**src/design/tme_ram.sv**
```systemverilog
// Generic single-port synchronous RAM with a registered read.
// No dependencies.
module tme_ram #(
	parameter int WIDTH = 8,
	parameter int DEPTH = 256
) (
	input  logic                     clk,
	input  logic                     we,
	input  logic [$clog2(DEPTH)-1:0] addr,
	input  logic [WIDTH-1:0]         wdata,
	output logic [WIDTH-1:0]         rdata
);
	logic [WIDTH-1:0] mem [DEPTH];

	always_ff @(posedge clk) begin
		if (we) begin
			mem[addr] <= wdata;
		end
		rdata <= mem[addr];
	end
endmodule

```
**config.mk**
```make
export PLATFORM = sky130hd
export DESIGN_NAME = tme_ram
export DESIGN_NICKNAME = d
export VERILOG_FILES = /design/src/design/tme_ram.sv
export SDC_FILE = /design/constraint.sdc
export NUM_CORES = 2
export LEC_CHECK = 0
export BUFFER_PORTS_ARGS = -buffer_cell sky130_fd_sc_hd__buf_2
export CORE_ASPECT_RATIO = 0.6
export CORE_MARGIN = 8
export CORE_UTILIZATION = 60
export DETAILED_ROUTE_END_ITERATION = 7
export PLACE_DENSITY = 0.74
export SLEW_MARGIN = 20
export SYNTH_ARGS = -nofsm -noshare
export SYNTH_HDL_FRONTEND = slang
export SYNTH_SLANG_ARGS = --single-unit
```
**constraint.sdc**
```tcl
create_clock -name clk -period 5.9 [get_ports clk]
set_input_delay 0 -clock clk [delete_from_list [all_inputs] [get_ports clk]]
set_output_delay 0 -clock clk [all_outputs]
set_load 0.005 [all_outputs]
```
==> results_dict.tcl <==
set metrics [dict create \
    grt_pass1_vias 38100 \
    die_w_um 483 \
    grt_use_total_pct 27.3 \
    cts_made_buffers 173 \
    finalWirelength_um 193000 \
    violations "hold timing" \
    status "finished with violations" \
    h-tree-depth 4 \
    drc 0 \
    io_buffers 25 \
    finalCriticalPeriod_ns 3.35 \
    grt_max_degree 220 \
    slew_viol_final 0 \
    synth.top_cells.by_area "edfxtp_1, mux4_2, a22oi_1" \
    ir_worst_vdd_uv 308 \
    clk-insertion-delay-late_ns 0.80 \
    vias_per_cell 7.11 \
    grt_setup_unrepaired "false" \
    ys_ff_latch 2056 \
    path_cells "buf_8 > buf_4 > mux4_2 > a22oi_1 > a21oi_1 > o41ai_2 > nand4_1 > dlygate4sd3_1" \
    synth_cell_types 22 \
    hold_ws_ns -0.0326 \
    worstSetupPathType "in2reg" \
    maxCapViolCount 0 \
    synth_top_area_share_pct 78.3 \
    start_kind "input port" \
    antenna_left 0 \
    fin_util_pct 66.7 \
    place_inst 5124 \
    cts-root-buf "clkbuf_16" \
    post_cts_buffers 0 \
    drive_gt1_share_pct 23.8 \
    via_count 38800 \
    cpPeakStageDelay_ns 0.80 \
    synth_fp_nets 3565 \
    routedWlPerCell_um 35.5 \
    cts_tree "yes" \
    place_area_mm2 0.0807 \
    dp_hpwl_um 113000 \
    worstPathRequired_ns 6.57 \
    start_util_pct 60.7 \
    relSlewSlack_pct 19.1 \
    final_nets 3613 \
    overflow 0 \
    die_h_um 296 \
    cts_buffer_depth 3 \
    placementRows 102 \
    critPathMaxFanout 65 \
    pre_cts_ws_ns 1.93 \
    hold_class "in2reg" \
    final_area_mm2 0.0864 \
    coreArea_mm2 0.129 \
    hold_viol 8 \
    tns_ns 0 \
    cp_slowest_cell "buf_4" \
    avgSynthCellArea_um2 22.1 \
    die_area_mm2 0.143 \
    grt_pass1_wl_um 278000 \
    dr.pass1.iters 6 \
    fmax_ghz 0.299 \
    syn_area_mm2 0.0785 \
    routabilityCongestion 0.865 \
    synthCells 3547 \
    p_leak_nw 26.0 \
    ys_seq_area_share_pct 78.6 \
    cp.arrival_ns 4.02 \
    ioPinCount 26 \
    finalSetupViolations 0 \
    drt_iter0_drc 6717 \
    antenna_found_initial 8 \
    synth_warnings 0 \
    powerDensity_mw_per_mm2 334 \
    cts.sinks 2056 \
    tightest_slew_ns 1.21 \
    endpoint_kind "flop" \
    final.setup.worst_slack_ns 2.55 \
    finClkSkew_ns 0.0452 \
    layoutNonFillerInstCount 5456 \
    finalCritPeriodShare_pct 56.8 \
    area_growth_pct 10.0 \
    power_mw 28.9 \
    yosys.area.top_type "edfxtp_1" \
    clk_pin_slew_ns 0.06 \
]
[path summary, 6_finish.rpt]
check,startpoint,to,slack [ns],depth (start not counted)
setup / recovery,addr[0],rdata[2]$_DFF_P_,2.55,8
hold / removal,wdata[1],mem[195][1]$_DFFE_PP_,-0.03,1
setup reg to reg,mem[57][2]$_DFFE_PP_,rdata[2]$_DFF_P_,2.78,6
hold reg to reg,mem[35][5]$_DFFE_PP_,rdata[5]$_DFF_P_,0.98,5
[state kept, by name, summed over array words and instances, names as in the netlist]
register  count
rdata         8
mem        2048
[cells in the final DEF (no fill, tap or decap), types with 6 or more instances in the layout]
cell type	instances
edfxtp_1	2048
a22oi_1	256
dlygate4sd3_1	12
clkbuf_8	8
nor3_2	17
clkinv_2	22
nand2b_1	6
inv_6	6
o41ai_1	22
o41ai_2	10
nor3_1	13
buf_2	15
clkbuf_1	42
clkbuf_16	178
nor2_1	229
buf_4	52
clkinv_1	43
nand3_2	8
buf_12	15
nand2_1	22
nand2_2	6
bufinv_16	16
a21oi_1	128
mux4_2	512
dfxtp_1	8
nand4_1	8
[report_power, final]
| group | switching, mW | internal, mW |
|---|---|---|
| clock network | 5.15 | 6.24 |
| logic | 0.906 | 0.449 |
| registers | 0.0226 | 16.1 |
| total | 6.08 | 22.8 |
[synthesized netlist by cell type]
cell and instances:
a22oi_1 256, nor2_1 232, a21oi_1 128, buf_1 19
or3_1 1, o41ai_1 32, buf_4 16, nand4_1 8
nand2_1 28, nand2b_1 6, clkbuf_1 145, inv_1 1
dfxtp_1 8, nor2b_1 7, edfxtp_1 2048, or2_2 2
mux4_2 512, nor3_1 30, nand3_1 13, buf_6 16
and2_1 3, buf_2 36
[layer usage]
| metal | routed length [µm] | global-route usage [%] | vias up |
|---|---|---|---|
| li1 | - | - | 15100 |
| met1 | 75300 | 41.6 | 20300 |
| met2 | 82800 | 37.7 | 3001 |
| met3 | 30100 | 10.2 | 344 |
| met4 | 5120 | 7.03 | 8 |
| met5 | 123 | 0.501 | - |
[worst max-delay path, delay by kind of cell]
| kind | cells | cell delay, ns |
|---|---|---|
| buffers and inverters | 3 | 1.95 |
| AOI/OAI and AO/OA | 3 | 1.19 |
| muxes | 1 | 0.61 |
| and+or+nand+nor | 1 | 0.15 |
[logic make-up (layout without fill, tap and decap cells)]
logic type | after synthesis | after routing | share of synthesized area [%]
compound gates | 416 | 416 | 3.62
simple gates | 330 | 330 | 1.73
buf+inv | 233 | 423 | 1.40
other cells | 0 | 3 | 0
flops | 2056 | 2056 | 78.6
mux | 512 | 512 | 14.7
[area by class of cell]
type / count / area [µm²]
antenna: 3 / 7.51
tap: 1716 / 2150
clock buffer: 220 / 4610
timing repair buffer: 105 / 1040
multi-input combinational: 1258 / 16000
inverter: 1 / 3.75
clock inverter: 97 / 905
sequential: 2056 / 61700
fill: 7895 / 43100
[timing repair]
item,in CTS,in global routing
hold buffers,11,1
endpoints found under the hold margin,376,2
gates resized for setup,0,0
No activity file was read; power rests on OpenSTA's default activity.
